$ cat src/hdl/tlt_pkg.sv
`default_nettype none

package tlt_pkg;

  // default limits on counted lengths
  localparam int unsigned TLT_MAX_WORD_LENGTH    = 255;
  localparam int unsigned TLT_MAX_COMMENT_LENGTH = 65535;

  // entries in the queue between front and back, a power of two
  localparam int unsigned TLT_QUEUE_DEPTH = 4;
  localparam int unsigned TLT_QUEUE_AW    = $clog2(TLT_QUEUE_DEPTH);

  localparam int unsigned TLT_LEN_W = 16;

  typedef enum logic [3:0] {
    KIND_KEYWORD  = 4'd0,
    KIND_CONSTANT = 4'd1,
    KIND_IDENT    = 4'd2,
    KIND_INVALID  = 4'd3,
    KIND_SYMBOL   = 4'd4,
    KIND_OPERATOR = 4'd5,
    KIND_END      = 4'd6,
    KIND_LINE_CMT = 4'd7,
    KIND_BLK_CMT  = 4'd8
  } token_kind_e;

  typedef enum logic [2:0] {
    KW_INT   = 3'd0,
    KW_IF    = 3'd1,
    KW_THEN  = 3'd2,
    KW_ELSE  = 3'd3,
    KW_ENDIF = 3'd4
  } kw_id_e;

  // characters with a role of their own
  localparam logic [7:0] CH_SPACE  = 8'h20;
  localparam logic [7:0] CH_SLASH  = 8'h2f;
  localparam logic [7:0] CH_STAR   = 8'h2a;
  localparam logic [7:0] CH_DOLLAR = 8'h24;
  localparam logic [7:0] CH_NONE   = 8'h00;

  localparam int unsigned KW_COUNT = 5;
  localparam int unsigned KW_MAXLEN = 5;

  // keyword spelling, zero padded
  localparam logic [7:0] KW_TEXT [KW_COUNT][KW_MAXLEN] = '{
    '{8'h69, 8'h6e, 8'h74, 8'h00, 8'h00},  // int
    '{8'h69, 8'h66, 8'h00, 8'h00, 8'h00},  // if
    '{8'h74, 8'h68, 8'h65, 8'h6e, 8'h00},  // then
    '{8'h65, 8'h6c, 8'h73, 8'h65, 8'h00},  // else
    '{8'h65, 8'h6e, 8'h64, 8'h69, 8'h66}   // endif
  };
  localparam logic [2:0] KW_LEN [KW_COUNT] = '{3'd3, 3'd2, 3'd4, 3'd4, 3'd5};

  typedef struct packed {
    token_kind_e           kind;
    kw_id_e                kw;
    logic [7:0]            punct;
    logic [TLT_LEN_W-1:0]  len;
    logic                  ovf;
  } token_t;

  // what one input item leaves for the back end
  typedef struct packed {
    token_t tok0;
    token_t tok1;
    logic   two;
  } entry_t;

  function automatic logic [7:0] kw_char(input logic [2:0] k, input logic [2:0] pos);
    logic [7:0] ch;
    ch = 8'h00;
    if (k < 3'(KW_COUNT) && pos < 3'(KW_MAXLEN)) begin
      ch = KW_TEXT[k][pos];
    end
    return ch;
  endfunction

  function automatic logic is_digit(input logic [7:0] c);
    return c inside {[8'h30:8'h39]};
  endfunction

  function automatic logic is_alnum(input logic [7:0] c);
    return c inside {[8'h30:8'h39], [8'h41:8'h5a], [8'h61:8'h7a]};
  endfunction

  // : , ; ( ) { }
  function automatic logic is_symbol(input logic [7:0] c);
    return c inside {8'h3a, 8'h2c, 8'h3b, 8'h28, 8'h29, 8'h7b, 8'h7d};
  endfunction

  // + - * = > [ ]
  function automatic logic is_operator(input logic [7:0] c);
    return c inside {8'h2b, 8'h2d, 8'h2a, 8'h3d, 8'h3e, 8'h5b, 8'h5d};
  endfunction

  function automatic token_t make_tok(input token_kind_e kind, input kw_id_e kw,
                                      input logic [7:0] punct,
                                      input logic [TLT_LEN_W-1:0] len, input logic ovf);
    token_t t;
    t.kind  = kind;
    t.kw    = kw;
    t.punct = punct;
    t.len   = len;
    t.ovf   = ovf;
    return t;
  endfunction

endpackage

`default_nettype wire

$ cat src/hdl/tlt_front.sv
`default_nettype none

module tlt_front import tlt_pkg::*; #(
  parameter int unsigned MAX_WORD_LENGTH    = TLT_MAX_WORD_LENGTH,
  parameter int unsigned MAX_COMMENT_LENGTH = TLT_MAX_COMMENT_LENGTH
) (
  input  logic       clk_i,
  input  logic       rst_ni,
  input  logic       in_valid_i,
  output logic       in_ready_o,
  input  logic       action_i,
  input  logic [7:0] char_code_i,
  input  logic       q_full_i,
  output logic       push_o,
  output entry_t     entry_o
);

  localparam logic [TLT_LEN_W-1:0] WORD_LIMIT = TLT_LEN_W'(MAX_WORD_LENGTH);
  localparam logic [TLT_LEN_W-1:0] CMT_LIMIT  = TLT_LEN_W'(MAX_COMMENT_LENGTH);

  typedef enum logic [4:0] {
    MODE_NORMAL     = 5'b00001,
    MODE_SLASH      = 5'b00010,
    MODE_LINE       = 5'b00100,
    MODE_BLOCK      = 5'b01000,
    MODE_BLOCK_STAR = 5'b10000
  } lex_mode_e;

  lex_mode_e              mode_q, mode_d;
  logic [TLT_LEN_W-1:0]   wcnt_q, wcnt_d;
  logic                   first_dig_q, first_dig_d;
  logic                   all_dig_q, all_dig_d;
  logic                   all_aln_q, all_aln_d;
  logic [KW_COUNT-1:0]    alive_q, alive_d;
  logic [TLT_LEN_W-1:0]   ccnt_q, ccnt_d;
  logic                   sat_q, sat_d;

  logic                   accept;
  logic                   eol;
  logic [7:0]             c;
  logic                   c_space, c_slash, c_star, c_sym, c_op, c_end, c_punct, delim;
  logic                   word_live;
  logic                   kw_found;
  kw_id_e                 kw_sel;
  token_kind_e            wkind, pkind;
  token_t                 w_tok, p_tok, div_tok, zero_tok;
  logic [TLT_LEN_W-1:0]   cc_inc;
  logic                   cc_sat;
  logic                   pre_div, run_char;
  logic [1:0]             n;
  token_t                 t0, t1;

  assign accept     = in_valid_i && !q_full_i;
  assign in_ready_o = !q_full_i;
  assign eol        = action_i;
  assign c          = char_code_i;

  // character classes
  assign c_space = (c == CH_SPACE);
  assign c_slash = (c == CH_SLASH);
  assign c_star  = (c == CH_STAR);
  assign c_sym   = is_symbol(c);
  assign c_op    = is_operator(c);
  assign c_end   = (c == CH_DOLLAR);
  assign c_punct = c_sym || c_op || c_end;
  assign delim   = c_space || c_slash || c_punct;

  // classify the word held so far
  always_comb begin
    kw_found = 1'b0;
    kw_sel   = KW_INT;
    for (int k = 0; k < KW_COUNT; k++) begin
      if (!kw_found && !sat_q && alive_q[k] && wcnt_q == TLT_LEN_W'(KW_LEN[k])) begin
        kw_found = 1'b1;
        kw_sel   = kw_id_e'(3'(k));
      end
    end
    if (kw_found) begin
      wkind = KIND_KEYWORD;
    end else if (first_dig_q && all_dig_q) begin
      wkind = KIND_CONSTANT;
    end else if (!first_dig_q && all_aln_q) begin
      wkind = KIND_IDENT;
    end else begin
      wkind = KIND_INVALID;
    end
  end

  assign word_live = (wcnt_q != '0);
  assign w_tok     = make_tok(wkind, kw_sel, CH_NONE, wcnt_q, sat_q);

  always_comb begin
    if (c_sym) begin
      pkind = KIND_SYMBOL;
    end else if (c_op) begin
      pkind = KIND_OPERATOR;
    end else begin
      pkind = KIND_END;
    end
  end

  assign p_tok    = make_tok(pkind, KW_INT, c, '0, 1'b0);
  assign div_tok  = make_tok(KIND_OPERATOR, KW_INT, CH_SLASH, '0, 1'b0);
  assign zero_tok = make_tok(KIND_KEYWORD, KW_INT, CH_NONE, '0, 1'b0);

  // comment length, saturating
  assign cc_inc = (ccnt_q < CMT_LIMIT) ? ccnt_q + 1'b1 : ccnt_q;
  assign cc_sat = (ccnt_q < CMT_LIMIT) ? sat_q : 1'b1;

  // next lexer state and the tokens of this beat
  always_comb begin
    mode_d      = mode_q;
    wcnt_d      = wcnt_q;
    first_dig_d = first_dig_q;
    all_dig_d   = all_dig_q;
    all_aln_d   = all_aln_q;
    alive_d     = alive_q;
    ccnt_d      = ccnt_q;
    sat_d       = sat_q;
    pre_div     = 1'b0;
    run_char    = 1'b0;
    n           = 2'd0;
    t0          = zero_tok;
    t1          = zero_tok;

    case (mode_q)
      MODE_SLASH: begin
        if (eol) begin
          t0     = div_tok;
          n      = 2'd1;
          mode_d = MODE_NORMAL;
        end else if (c_slash || c_star) begin
          mode_d = c_slash ? MODE_LINE : MODE_BLOCK;
          ccnt_d = TLT_LEN_W'(2);
          sat_d  = 1'b0;
        end else begin
          pre_div  = 1'b1;
          run_char = 1'b1;
          mode_d   = MODE_NORMAL;
        end
      end
      MODE_LINE: begin
        if (eol) begin
          t0     = make_tok(KIND_LINE_CMT, KW_INT, CH_NONE, ccnt_q, sat_q);
          n      = 2'd1;
          ccnt_d = '0;
          sat_d  = 1'b0;
          mode_d = MODE_NORMAL;
        end else begin
          ccnt_d = cc_inc;
          sat_d  = cc_sat;
        end
      end
      MODE_BLOCK, MODE_BLOCK_STAR: begin
        if (eol) begin
          mode_d = MODE_BLOCK;
        end else begin
          ccnt_d = cc_inc;
          sat_d  = cc_sat;
          if (mode_q == MODE_BLOCK_STAR && c_slash) begin
            t0     = make_tok(KIND_BLK_CMT, KW_INT, CH_NONE, cc_inc, cc_sat);
            n      = 2'd1;
            ccnt_d = '0;
            sat_d  = 1'b0;
            mode_d = MODE_NORMAL;
          end else begin
            mode_d = c_star ? MODE_BLOCK_STAR : MODE_BLOCK;
          end
        end
      end
      default: begin
        mode_d = MODE_NORMAL;
        if (eol) begin
          if (word_live) begin
            t0 = w_tok;
            n  = 2'd1;
          end
          wcnt_d      = '0;
          first_dig_d = 1'b0;
          all_dig_d   = 1'b1;
          all_aln_d   = 1'b1;
          alive_d     = '1;
          sat_d       = 1'b0;
        end else begin
          run_char = 1'b1;
        end
      end
    endcase

    // one ordinary character of the line
    if (run_char) begin
      if (delim) begin
        wcnt_d      = '0;
        first_dig_d = 1'b0;
        all_dig_d   = 1'b1;
        all_aln_d   = 1'b1;
        alive_d     = '1;
        sat_d       = 1'b0;
        if (c_slash) begin
          mode_d = MODE_SLASH;
        end
      end else begin
        if (wcnt_q == '0) begin
          first_dig_d = is_digit(c);
        end
        all_dig_d = all_dig_q && is_digit(c);
        all_aln_d = all_aln_q && is_alnum(c);
        for (int k = 0; k < KW_COUNT; k++) begin
          alive_d[k] = alive_q[k] && (wcnt_q < TLT_LEN_W'(KW_LEN[k])) &&
                       (kw_char(3'(k), wcnt_q[2:0]) == c);
        end
        if (wcnt_q < WORD_LIMIT) begin
          wcnt_d = wcnt_q + 1'b1;
        end else begin
          sat_d = 1'b1;
        end
      end

      // pack pending slash, finished word and mark in that order
      if (pre_div) begin
        t0 = div_tok;
        t1 = p_tok;
        n  = c_punct ? 2'd2 : 2'd1;
      end else if (word_live && delim) begin
        t0 = w_tok;
        t1 = p_tok;
        n  = c_punct ? 2'd2 : 2'd1;
      end else begin
        t0 = p_tok;
        n  = c_punct ? 2'd1 : 2'd0;
      end
    end
  end

  assign push_o       = accept && (n != 2'd0);
  assign entry_o.tok0 = t0;
  assign entry_o.tok1 = t1;
  assign entry_o.two  = (n == 2'd2);

  // lexer state registers
  always_ff @(posedge clk_i or negedge rst_ni) begin
    if (!rst_ni) begin
      mode_q      <= MODE_NORMAL;
      wcnt_q      <= '0;
      first_dig_q <= 1'b0;
      all_dig_q   <= 1'b1;
      all_aln_q   <= 1'b1;
      alive_q     <= '1;
      ccnt_q      <= '0;
      sat_q       <= 1'b0;
    end else if (accept) begin
      mode_q      <= mode_d;
      wcnt_q      <= wcnt_d;
      first_dig_q <= first_dig_d;
      all_dig_q   <= all_dig_d;
      all_aln_q   <= all_aln_d;
      alive_q     <= alive_d;
      ccnt_q      <= ccnt_d;
      sat_q       <= sat_d;
    end
  end

endmodule

`default_nettype wire

$ cat src/hdl/tlt_queue.sv
`default_nettype none

module tlt_queue import tlt_pkg::*; (
  input  logic   clk_i,
  input  logic   rst_ni,
  input  logic   push_i,
  input  entry_t entry_i,
  input  logic   pop_i,
  output logic   full_o,
  output logic   empty_o,
  output entry_t head_o
);

  entry_t                  mem_q [TLT_QUEUE_DEPTH];
  logic [TLT_QUEUE_AW-1:0] wr_ptr_q, rd_ptr_q;
  logic [TLT_QUEUE_AW:0]   cnt_q;
  logic                    do_push, do_pop;

  assign full_o  = (cnt_q == (TLT_QUEUE_AW+1)'(TLT_QUEUE_DEPTH));
  assign empty_o = (cnt_q == '0);
  assign head_o  = mem_q[rd_ptr_q];
  assign do_push = push_i && !full_o;
  assign do_pop  = pop_i && !empty_o;

  // entry storage
  always_ff @(posedge clk_i) begin
    if (do_push) begin
      mem_q[wr_ptr_q] <= entry_i;
    end
  end

  // pointers and fill count
  always_ff @(posedge clk_i or negedge rst_ni) begin
    if (!rst_ni) begin
      wr_ptr_q <= '0;
      rd_ptr_q <= '0;
      cnt_q    <= '0;
    end else begin
      if (do_push) begin
        wr_ptr_q <= wr_ptr_q + 1'b1;
      end
      if (do_pop) begin
        rd_ptr_q <= rd_ptr_q + 1'b1;
      end
      if (do_push && !do_pop) begin
        cnt_q <= cnt_q + 1'b1;
      end else if (do_pop && !do_push) begin
        cnt_q <= cnt_q - 1'b1;
      end
    end
  end

endmodule

`default_nettype wire

$ cat src/hdl/tlt_back.sv
`default_nettype none

module tlt_back import tlt_pkg::*; (
  input  logic   clk_i,
  input  logic   rst_ni,
  input  entry_t head_i,
  input  logic   empty_i,
  output logic   pop_o,
  output logic   out_valid_o,
  input  logic   out_ready_i,
  output token_t tok_o,
  output logic   last_o
);

  logic   vld_q;
  logic   sel_q;
  token_t tok_q;
  logic   last_q;
  logic   load;
  logic   cur_last;
  token_t cur_tok;

  // pick the next token of the head entry
  assign cur_tok  = sel_q ? head_i.tok1 : head_i.tok0;
  assign cur_last = sel_q || !head_i.two;
  assign load     = !empty_i && (!vld_q || out_ready_i);
  assign pop_o    = load && cur_last;

  // output beat control
  always_ff @(posedge clk_i or negedge rst_ni) begin
    if (!rst_ni) begin
      vld_q <= 1'b0;
      sel_q <= 1'b0;
    end else if (load) begin
      vld_q <= 1'b1;
      sel_q <= !cur_last;
    end else if (out_ready_i) begin
      vld_q <= 1'b0;
    end
  end

  // output payload
  always_ff @(posedge clk_i) begin
    if (load) begin
      tok_q  <= cur_tok;
      last_q <= cur_last;
    end
  end

  assign out_valid_o = vld_q;
  assign tok_o       = tok_q;
  assign last_o      = last_q;

endmodule

`default_nettype wire

$ cat src/hdl/toy_language_tokenizer.sv
`default_nettype none

// channel  | direction | handshake                  | payload
// ---------+-----------+----------------------------+----------------------------------------
// input    | in        | in_valid_i / in_ready_o    | action_i, char_code_i
// token    | out       | out_valid_o / out_ready_i  | token_kind_o, keyword_id_o, punct_char_o,
//          |           |                            | token_length_o, length_overflow_o,
//          |           |                            | last_of_run_o
//
// One character or end-of-line beat is taken per clock while the four-entry
// queue has room; its first token is written to the queue and then loaded into the output register.
// A beat yields zero to two tokens and the output register drains one token per
// clock while out_ready_i is high, so beats that give two tokens can fill the queue faster than it drains.
// Reset puts the lexer in plain text with no word, comment or slash pending.
// A stalled output fills the queue and then holds in_ready_o low until the clock
// after an entry is freed.

module toy_language_tokenizer import tlt_pkg::*; #(
  parameter int unsigned MAX_WORD_LENGTH    = TLT_MAX_WORD_LENGTH,
  parameter int unsigned MAX_COMMENT_LENGTH = TLT_MAX_COMMENT_LENGTH
) (
  input  logic        clk_i,
  input  logic        rst_ni,
  input  logic        in_valid_i,
  output logic        in_ready_o,
  input  logic        action_i,
  input  logic [7:0]  char_code_i,
  output logic        out_valid_o,
  input  logic        out_ready_i,
  output logic [3:0]  token_kind_o,
  output logic [2:0]  keyword_id_o,
  output logic [7:0]  punct_char_o,
  output logic [15:0] token_length_o,
  output logic        length_overflow_o,
  output logic        last_of_run_o
);

  logic   q_full, q_empty, q_push, q_pop;
  entry_t q_in, q_head;
  token_t tok;

  tlt_front #(
    .MAX_WORD_LENGTH   (MAX_WORD_LENGTH),
    .MAX_COMMENT_LENGTH(MAX_COMMENT_LENGTH)
  ) u_front (
    .clk_i      (clk_i),
    .rst_ni     (rst_ni),
    .in_valid_i (in_valid_i),
    .in_ready_o (in_ready_o),
    .action_i   (action_i),
    .char_code_i(char_code_i),
    .q_full_i   (q_full),
    .push_o     (q_push),
    .entry_o    (q_in)
  );

  tlt_queue u_queue (
    .clk_i  (clk_i),
    .rst_ni (rst_ni),
    .push_i (q_push),
    .entry_i(q_in),
    .pop_i  (q_pop),
    .full_o (q_full),
    .empty_o(q_empty),
    .head_o (q_head)
  );

  tlt_back u_back (
    .clk_i      (clk_i),
    .rst_ni     (rst_ni),
    .head_i     (q_head),
    .empty_i    (q_empty),
    .pop_o      (q_pop),
    .out_valid_o(out_valid_o),
    .out_ready_i(out_ready_i),
    .tok_o      (tok),
    .last_o     (last_of_run_o)
  );

  assign token_kind_o      = tok.kind;
  assign keyword_id_o      = tok.kw;
  assign punct_char_o      = tok.punct;
  assign token_length_o    = tok.len;
  assign length_overflow_o = tok.ovf;

endmodule

`default_nettype wire

$ cat config.mk
export PLATFORM = sky130hd
export DESIGN_NAME = toy_language_tokenizer
export DESIGN_NICKNAME = d
export VERILOG_FILES = /design/src/hdl/tlt_pkg.sv /design/src/hdl/tlt_front.sv /design/src/hdl/tlt_queue.sv /design/src/hdl/tlt_back.sv /design/src/hdl/toy_language_tokenizer.sv
export SDC_FILE = /design/constraint.sdc
export NUM_CORES = 1
export LEC_CHECK = 0
export BUFFER_PORTS_ARGS = -buffer_cell sky130_fd_sc_hd__buf_2
export CORE_MARGIN = 2
export CORE_UTILIZATION = 41
export CTS_CLUSTER_SIZE = 8
export DETAILED_ROUTE_END_ITERATION = 10
export PLACE_DENSITY = 0.62
export SYNTH_ARGS = -nofsm -noshare
export SYNTH_HDL_FRONTEND = slang
export SYNTH_SLANG_ARGS = --single-unit
$ cat constraint.sdc
create_clock -name clk_i -period 8 [get_ports clk_i]
set_input_delay 1.6 -clock clk_i [delete_from_list [all_inputs] [get_ports clk_i]]
set_output_delay 1.6 -clock clk_i [all_outputs]
set_load 0.02 [all_outputs]
# After elaboration in Yosys (flattened, before gate mapping)
# Memory sizes are Yosys's and may differ from the RTL's.
# Index checks and enable logic that the tools add are counted.
word_totals:
  out_inout_bits: 35
  ram_bits: 260
  rom_bits: 320
  n_memories: 6
  reg_bits: 88
mem_list:
  columns: ["name", "words", "word_bits", "rd", "rd_clocked_by_memory_dff", "wr", "line_no", "text"]
  rows:
  - ["u_queue.mem_q", 4, 65, 1, 0, 1, "tlt_queue.sv:14", "entry_t mem_q [TLT_QUEUE_DEPTH];"]
  - ["(no name shown)", 8, 8, 1, 0, 0, "tlt_pkg.sv:74", "ch = KW_TEXT[k][pos];"]
  - ["(no name shown)", 8, 8, 1, 0, 0, "tlt_pkg.sv:74", null]
  - ["(no name shown)", 8, 8, 1, 0, 0, "tlt_pkg.sv:74", null]
  - ["(no name shown)", 8, 8, 1, 0, 0, "tlt_pkg.sv:74", null]
  - ["(no name shown)", 8, 8, 1, 0, 0, "tlt_pkg.sv:74", null]
classes:
  n_eq_ne: 36
  n_reduce_logical: 78
  bitwise: 1
  n_mux: 124
  n_lt_le_gt_ge: 14
  add_sub_neg: 6
op_table:
  columns: ["operator", "n"]
  rows:
  - ["$mux W32", 11]
  - ["$mux W8", 25]
  - ["$mux W16", 11]
  - ["$eq A8 B6 Y1 const B", 13]
  - ["$pmux W32 S3", 1]
  - ["$mux W5", 13]
  - ["$mux W31", 2]
  - ["$pmux W16 S3", 1]
  - ["$logic_and A1 B1 Y1", 41]
  - ["$eq A8 B8 Y1", 5]
  - ["$mux W1", 40]
  - ["$add A16 B1 Y16 const B", 2]
  - ["$eq A16 B2 Y1 const B", 2]
  - ["$eq A16 B3 Y1 const B", 2]
  - ["$eq A8 B7 Y1 const B", 4]
  - ["$lt A16 B2 Y1 const B", 2]
  - ["$lt A16 B3 Y1 const B", 2]
  - ["$mux W2", 10]
  - ["$ge A8 B7 Y1 const B", 2]
  - ["$le A8 B7 Y1 const B", 2]
  - ["$logic_not A16 Y1", 1]
  - ["$lt A16 B16 Y1 const B", 1]
  - ["$lt A16 B8 Y1 const B", 1]
  - ["$reduce_bool A16 Y1", 1]
  - ["other kinds (33)", 64]

# Depth between registers and ports, before layout
# Gate-level depths: netlist of run 1.
depth:
  depth_word: 29
  ltp_mapped: 15
  depth_no_buf: 14

# Modules after synthesis
# A second synthesis of run 1 with hierarchy kept.
unflattened:
  hier_cells: 1059
  hier_area_um2: 16141.7
by_module_without_submodules:
  columns: ["mod", "cells_each", "area_each_um2", "seq_area_each_um2", "n_inst"]
  rows:
  - ["tlt_queue", 376, 9833.2, 7982.7, 1]
  - ["tlt_front", 604, 4682.0, 1161.1, 1]
  - ["tlt_back", 79, 1626.6, 1041.0, 1]

# Worst setup path after synthesis of run 1
# No wires, ideal clock.
synth_path:
  path_kind: "input -> register"
  from: "input char_code_i[1]"
  to: "memory u_queue.mem_q[0][0] in the netlist's numbering (enable)"
  setup_ns: 0.406
  path_slack_ns: 2.844
  arrival_time_ns: 4.750
  stages: 9
  t_required_ns: 7.594
  n_path_buf: 1
  cell_sequence: "clkbuf_1 and2_1 a32o_1 a21oi_1 a31oi_1 ha_1 nor4_1 nor3_2 and2_1"
synth_via:
  elab_chain_cells: 14
  elab_cells_between_ends: 43
  cone_classes: "eq/ne: 17; mux: 14; reduce/logical: 12"
synth_lines:
  columns: ["item", "line_no", "text"]
  rows:
  - ["from (decl)", "toy_language_tokenizer.sv:27", "input logic [7:0] char_code_i,"]
  - ["$eq A8 B6 Y1 (tied with other cells)", "tlt_pkg.sv:89", "return c inside {8'h3a, 8'h2c, 8'h3b, 8'h28, 8'h29, 8'h7b, 8'h7d};"]
  - ["$reduce_bool A7 Y1, on equally long branches", "tlt_pkg.sv:89, tlt_pkg.sv:94", null]
  - ["$logic_or A1 B1 Y1 (2 in series)", "tlt_front.sv:65", "assign c_punct = c_sym || c_op || c_end;"]
  - ["$logic_or A1 B1 Y1", "tlt_front.sv:66", "assign delim = c_space || c_slash || c_punct;"]
  - ["$logic_and A1 B1 Y1", "tlt_front.sv:224", "end else if (word_live && delim) begin"]
  - ["$mux W2", "tlt_front.sv:224", null]
  - ["$mux W2", "tlt_front.sv:220", "if (pre_div) begin"]
  - ["$mux W2 *", "tlt_front.sv:191", "if (run_char) begin"]
  - ["$reduce_bool A2 Y1 *", "tlt_front.sv:235", "assign push_o = accept && (n != 2'd0);"]
  - ["$logic_and A1 B1 Y1 *", "tlt_front.sv:235", null]
  - ["$logic_and A1 B1 Y1 *", "tlt_queue.sv:22", "assign do_push = push_i && !full_o;"]
  - ["net u_queue.do_push", "tlt_queue.sv:17", "logic do_push, do_pop;"]
  - ["$mux W1 *", "tlt_queue.sv:27", "if (do_push) begin"]
  - ["$mux W1 (not written as such) *", "tlt_queue.sv:28", "mem_q[wr_ptr_q] <= entry_i;"]
  - ["to (decl)", "tlt_queue.sv:14", null]
# Mark *: on every way through the listed nets, which the timed path passes. The rest lies on a longest branch.

# Worst setup path after layout of run 1
layout_path:
  from: "input char_code_i[3]"
  to: "memory u_queue.mem_q[3][50] in the netlist's numbering (enable)"
# The elaborated chain is that of the path after synthesis.

==> impl_metrics.yaml, run 1 <==
place:
  io_buffers: 47
  placedCellCount: 1306
  place_ws_ns: 2.53
  dp_hpwl_um: 18100
  globalplace.congestion: 0.913
die:
  pin_count: 48
  initial_core_util: 0.418
  rows: 63
  fp.dieArea_um2: 31800
  die_x_um: 178
  fp.dieH_um: 178
  core-area_um2: 29800
clocking:
  cts_tree: "built"
  cts_setup_buffers: 0
  clock_latency_ns: 0.51
  htree_num_levels: 2
  cts_inserted_buffers: 39
  clk_pin_slew_ns: 0.04
  clockBufferDepth: 3
  cts_hold_buf: 0
  clock-sinks: 264
  cts_root_buf: "clkbuf_16"
  cts.repair.resized: 0
synthesis:
  ys_ff_latch: 264
  avgSynthCellArea_um2: 13.5
  yosysSeqAreaShare: 0.616
  yosysWarnings: 0
  async_flop_share: 0.208
  synth_cells: 919
  ys.flop_type: "edfxtp_1"
  netlist_area_um2: 12400
  synth_fp_nets: 948
  synth_cell_types: 81
  synth-edff-count: 209
final_layout:
  fillCellCount: 2636
  multi_input_area_um2: 4450
  finalNetCount: 986
  regArea_um2: 7660
  syn_to_final_growth_pct: 14.0
  antennaDiodeCount: 0
  drive_gt1_frac: 0.203
  final_util: 0.476
  final_cells: 1377
drt:
  vias_per_cell: 5.72
  wirelength_um: 28300
  drc_errors: 0
  firstDrtPassIters: 5
  vias: 7874
  wl_per_cell_um: 20.5
  detail-route-antenna-nets: 0
  drtIter0Drc: 729
worst_setup_path:
  rrSetupSlack_ns: 3.60
  critPathLaunch: "char_code_i[3]"
  crit_path_start_kind: "input port"
  rr_worst_depth: 9
  regToRegEndpoint: "u_queue.mem_q[3][50]"
  cp.required_ns: 8.13
  endpoint_kind: "flop"
  path_class: "input port to flop"
  cp.arrival_ns: 5.16
  cp-endpoint: "u_queue.mem_q[3][50]"
  critPathMaxFanout: 34
  r2r-start: "u_front.wcnt_q[13]"
grt:
  grt_first_pass_wirelength_um: 44700
  grt_pass1_vias: 7587
  grtUsageTotal: 0.183
  grt_start_max_net_pins: 56
  gr-total-overflow: 0
  antenna_found_initial: 0
sta:
  clock.fmax_mhz: 199
  rsz0062_at_grt: "false"
  fin_skew_ns: 0.0208
  drv_slew: 0
  tightest_slew_ns: 1.08
  final.setup.worst_slack_ns: 2.97
  setup_viol: 0
  period_share: 0.628
  min_period_ns: 5.03
  tns_ns: 0
  hold_violations: 0
  slew_headroom: 0.273
pwr:
  power.density_nw_per_um2: 340
  leakagePower_uw: 0.00499
  vdd_drop_max_uv: 200
outcome:
  status: "finished clean"
run:
  max_cap_violations: 0
worst_hold_path:
  holdCritPathClass: "flop to flop"
## logic make-up (layout without fill, tap and decap cells)
family,after synthesis,after routing,synth area share
and+or+nand+nor,276,276,0.120
DFF,264,264,0.616
AOI/OAI and AO/OA,195,195,0.110
buffers and inverters,86,154,0.0281
muxes,62,62,0.0955
xor gates and xnor gates,20,20,0.0141
adders and majority gates,16,16,0.0167
## per-layer routing
metal | share of wire | global-route usage | up-vias
li1 | - | - | 3660
met1 | 0.49 | 0.280 | 3913
met2 | 0.44 | 0.275 | 263
met3 | 0.056 | 0.0279 | 38
met4 | 0.015 | 0.0454 | 0
met5 | 0 | 0 | -
## registers in the layout (all words and copies together), names as in the netlist
register	count
u_front.alive_q	5
u_front.all_aln_q	1
u_back.out_valid_o	1
u_front.wcnt_q	16
u_front.all_dig_q	1
u_queue.wr_ptr_q	2
u_queue.rd_ptr_q	2
u_front.sat_q	1
u_front.ccnt_q	16
u_front.first_dig_q	1
u_queue.mem_q	176
u_back.last_o	1
u_back.tok_o	32
u_front.mode_q	5
u_queue.cnt_q	3
u_back.sel_q	1
## power breakdown
| group | internal [uW] | total [uW] | switching (uW) |
|---|---|---|---|
| registers | 1810 | 1930 | 112 |
| logic | 559 | 1380 | 824 |
| clock network | 955 | 1520 | 565 |
| total | 3330 | 4830 | 1500 |
## worst min-delay path by stage
| stage | start | endpoint | slack (ns) | cells past startpoint |
|---|---|---|---|---|
| after floorplan | u_front.alive_q[4] | u_front.alive_q[4] | 0.44 | 2 |
| after global placement | u_front.all_aln_q | u_front.all_aln_q | 0.46 | 2 |
| after detailed placement | u_front.alive_q[4] | u_front.alive_q[4] | 0.47 | 2 |
| after CTS | u_front.alive_q[4] | u_front.alive_q[4] | 0.47 | 2 |
| after global routing | u_front.all_dig_q | u_front.all_dig_q | 0.49 | 2 |
| final | u_front.alive_q[4] | u_front.alive_q[4] | 0.47 | 2 |
## synthesized netlist by cell type, types with 11 or more instances
library cell / count / area (um2)
nor2b_1: 25 / 156
mux4_2: 44 / 991
nand2_1: 56 / 210
nor2_1: 46 / 173
dfrtp_1: 47 / 1180
o21ai_1: 28 / 140
mux2_2: 13 / 146
nor3_1: 24 / 120
and3_1: 12 / 75.1
nand3_1: 26 / 130
edfxtp_1: 209 / 6280
o21ai_0: 24 / 120
and2_1: 23 / 144
a21oi_1: 29 / 145
ha_1: 15 / 188
clkbuf_1: 47 / 176
a31oi_1: 19 / 119
inv_1: 18 / 67.6
xnor2_1: 11 / 96.3
## per-stage QoR
stage | power (uW) | instance area, um2 | hold slack, ns
finish | 4830 | 14200 | 0.469
global route | 5090 | 14200 | 0.493
CTS | 4880 | 14200 | 0.471
detailed placement | 3340 | 13000 | 0.465
global placement | 3330 | 13000 | 0.464
floorplan | 2950 | 12400 | 0.444
## placed cells by master, fill, tap and decap left out, drive strengths merged, types with 9 or more instances in the layout
cell	count
nor4	9
dfrtp	47
nand4	10
edfxtp	209
mux4	44
xnor2	11
ha	15
a31oi	19
nor2	46
nor2b	25
clkbuf	68
o21ai	52
a21o	10
and3	12
a21oi	29
xor2	9
nor3	25
nand2	56
and2	23
buf	61
inv	20
mux2	14
nand3	26
o31ai	20
## final cells by class
cell class              instances  area share
flip-flops and latches        264       0.540
multi-input cells             569       0.314
clock buffers                  68      0.0772
well taps                     390      0.0344
repair buffers                 61      0.0240
inverters                      22     0.00582
clock inverters                 3     0.00441
## critical path, stage by stage
cell     delay (ns)
buf_2          0.23
and2_1         0.26
a32o_1         0.26
a21oi_1        0.52
a31oi_1        0.37
ha_1           0.41
nor4_1         0.07
nor3_2         0.46
and2_2         0.42
buf_4          0.50
Note: power is estimated with default switching activity, not from simulation.
==> run 2: changes to the inputs <==
- clock period: 8 -> 4.75 ns (I/O delays scaled with it)
==> impl_metrics.yaml, run 2 (synthesis gave the netlist of run 1 again) <==
grt:
  grtUsageTotal: 0.185
  grt_pass1_vias: 7751
  grt_start_max_net_pins: 46
  gr-total-overflow: 0
  grt_first_pass_wirelength_um: 44700
  antenna_found_initial: 0
clocking:
  htree_num_levels: 2
  clk_pin_slew_ns: 0.05
  clock_latency_ns: 0.52
  clockBufferDepth: 3
  cts_inserted_buffers: 39
  cts_root_buf: "clkbuf_16"
  cts_hold_buf: 0
  clock-sinks: 264
  cts.repair.resized: 0
  cts_setup_buffers: 0
  cts_tree: "built"
pwr:
  vdd_drop_max_uv: 267
  power_uw: 8090
  power.density_nw_per_um2: 568
  leakagePower_uw: 0.00502
place:
  post_dp_cell_area_um2: 13100
  io_buffers: 47
  globalplace.congestion: 0.883
  dp_hpwl_um: 18300
sta:
  drv_slew: 0
  period_share: 0.811
  setup_viol: 0
  clock.fmax_mhz: 260
  rsz0062_at_grt: "false"
  tightest_slew_ns: 1.05
  slew_headroom: 0.294
  fin_skew_ns: 0.0187
  min_period_ns: 3.85
  hold_violations: 0
  tns_ns: 0
worst_setup_path:
  regToRegEndpoint: "u_queue.mem_q[3][57]"
  max_stage_delay_ns: 0.52
  path_class: "input port to flop"
  rr_worst_depth: 10
  crit_path_start_kind: "input port"
  cp.required_ns: 5.00
  critPathMaxFanout: 25
  rrSetupSlack_ns: 1.05
  cp.arrival_ns: 4.10
  endpoint_kind: "flop"
  crit_chain: "buf_2, inv_2, or4_1, a31o_2, a31oi_1, ha_1, nor4_1, nor3_2, buf_4, and2_2, buf_12"
  r2r-start: "u_front.wcnt_q[8]"
  critPathSlowestCell: "or4_1"
die:
  initial_core_util: 0.418
  fp.dieArea_um2: 31800
  fp.dieH_um: 178
  pin_count: 48
  rows: 63
  core-area_um2: 29800
  die_x_um: 178
final_layout:
  final_cell_mix: "209 x edfxtp_1, 56 x nand2_1, 47 x buf_2, 46 x nor2_1, 45 x dfrtp_1"
  drive_gt1_frac: 0.212
  final_common_cell: "edfxtp_1"
  fillCellCount: 2631
  syn_to_final_growth_pct: 14.4
  fin_area_um2: 14200
  finalNetCount: 997
  top_register: "u_queue.mem_q"
  largest_reg_flops: 176
  antennaDiodeCount: 0
drt:
  wl_per_cell_um: 20.7
  wirelength_um: 28600
  drc_errors: 0
  drtIter0Drc: 743
  vias: 8039
  firstDrtPassIters: 6
  vias_per_cell: 5.83
  detail-route-antenna-nets: 0
worst_hold_path:
  hold_path_end: "u_front.alive_q[4]"
  hp-start: "u_front.alive_q[4]"
  holdPathStages: 2
  holdCritPathClass: "flop to flop"
run:
  max_cap_violations: 0
outcome:
  status: "finished clean"
run 2: how the worst max path moves through the flow:
| stage | slack [ns] | startpoint | endpoint |
|---|---|---|---|
| floorplan | 0.24 | char_code_i[1] | u_queue.mem_q[2][0] |
| finish | 0.90 | char_code_i[2] | u_queue.mem_q[3][57] |
| detailed placement | 0.42 | char_code_i[2] | u_queue.mem_q[3][51] |
| global placement | 0.48 | char_code_i[2] | u_queue.mem_q[0][25] |
| global route | 0.78 | char_code_i[2] | u_queue.mem_q[3][60] |
| CTS | 0.94 | char_code_i[2] | u_queue.mem_q[3][20] |
run 2: routing by layer:
| layer | vias up | track usage | wire (um) |
|---|---|---|---|
| li1 | 3674 | - | - |
| met4 | 0 | 0.0474 | 566 |
| met5 | - | 0 | 0 |
| met1 | 4001 | 0.277 | 13400 |
| met3 | 60 | 0.0354 | 1900 |
| met2 | 304 | 0.277 | 12800 |
run 2: stage by stage:
stage	setup slack, ns	util	cells	hold WS (ns)
2_1_floorplan	0.244	-	919	0.444
3_3_place_gp	0.482	0.441	1317	0.461
3_5_place_dp	0.417	0.441	1317	0.470
4_1_cts	0.941	0.478	1379	0.477
5_1_grt	0.784	0.478	1379	0.495
6_report	0.898	0.478	1379	0.473
run 2: final cells by class:
class / instances / area (um2) / area share
clock buffer: 58 / 1050 / 0.0736
tap: 390 / 488 / 0.0343
inverter: 22 / 82.6 / 0.00580
clock inverter: 4 / 43.8 / 0.00308
sequential: 264 / 7660 / 0.538
timing repair buffer: 72 / 460 / 0.0323
multi-input combinational: 569 / 4450 / 0.313
run 2: power by group:
part	internal, uW	switching, uW
Clock	1510	953
Combinational	980	1430
Sequential	3050	162
run 2: worst max-delay path, delay by kind of cell:
kind / cells / cell delay [ns]
compound gates: 2 / 0.51
buf+inv: 4 / 0.91
fa+ha+maj: 1 / 0.29
simple gates: 4 / 1.42
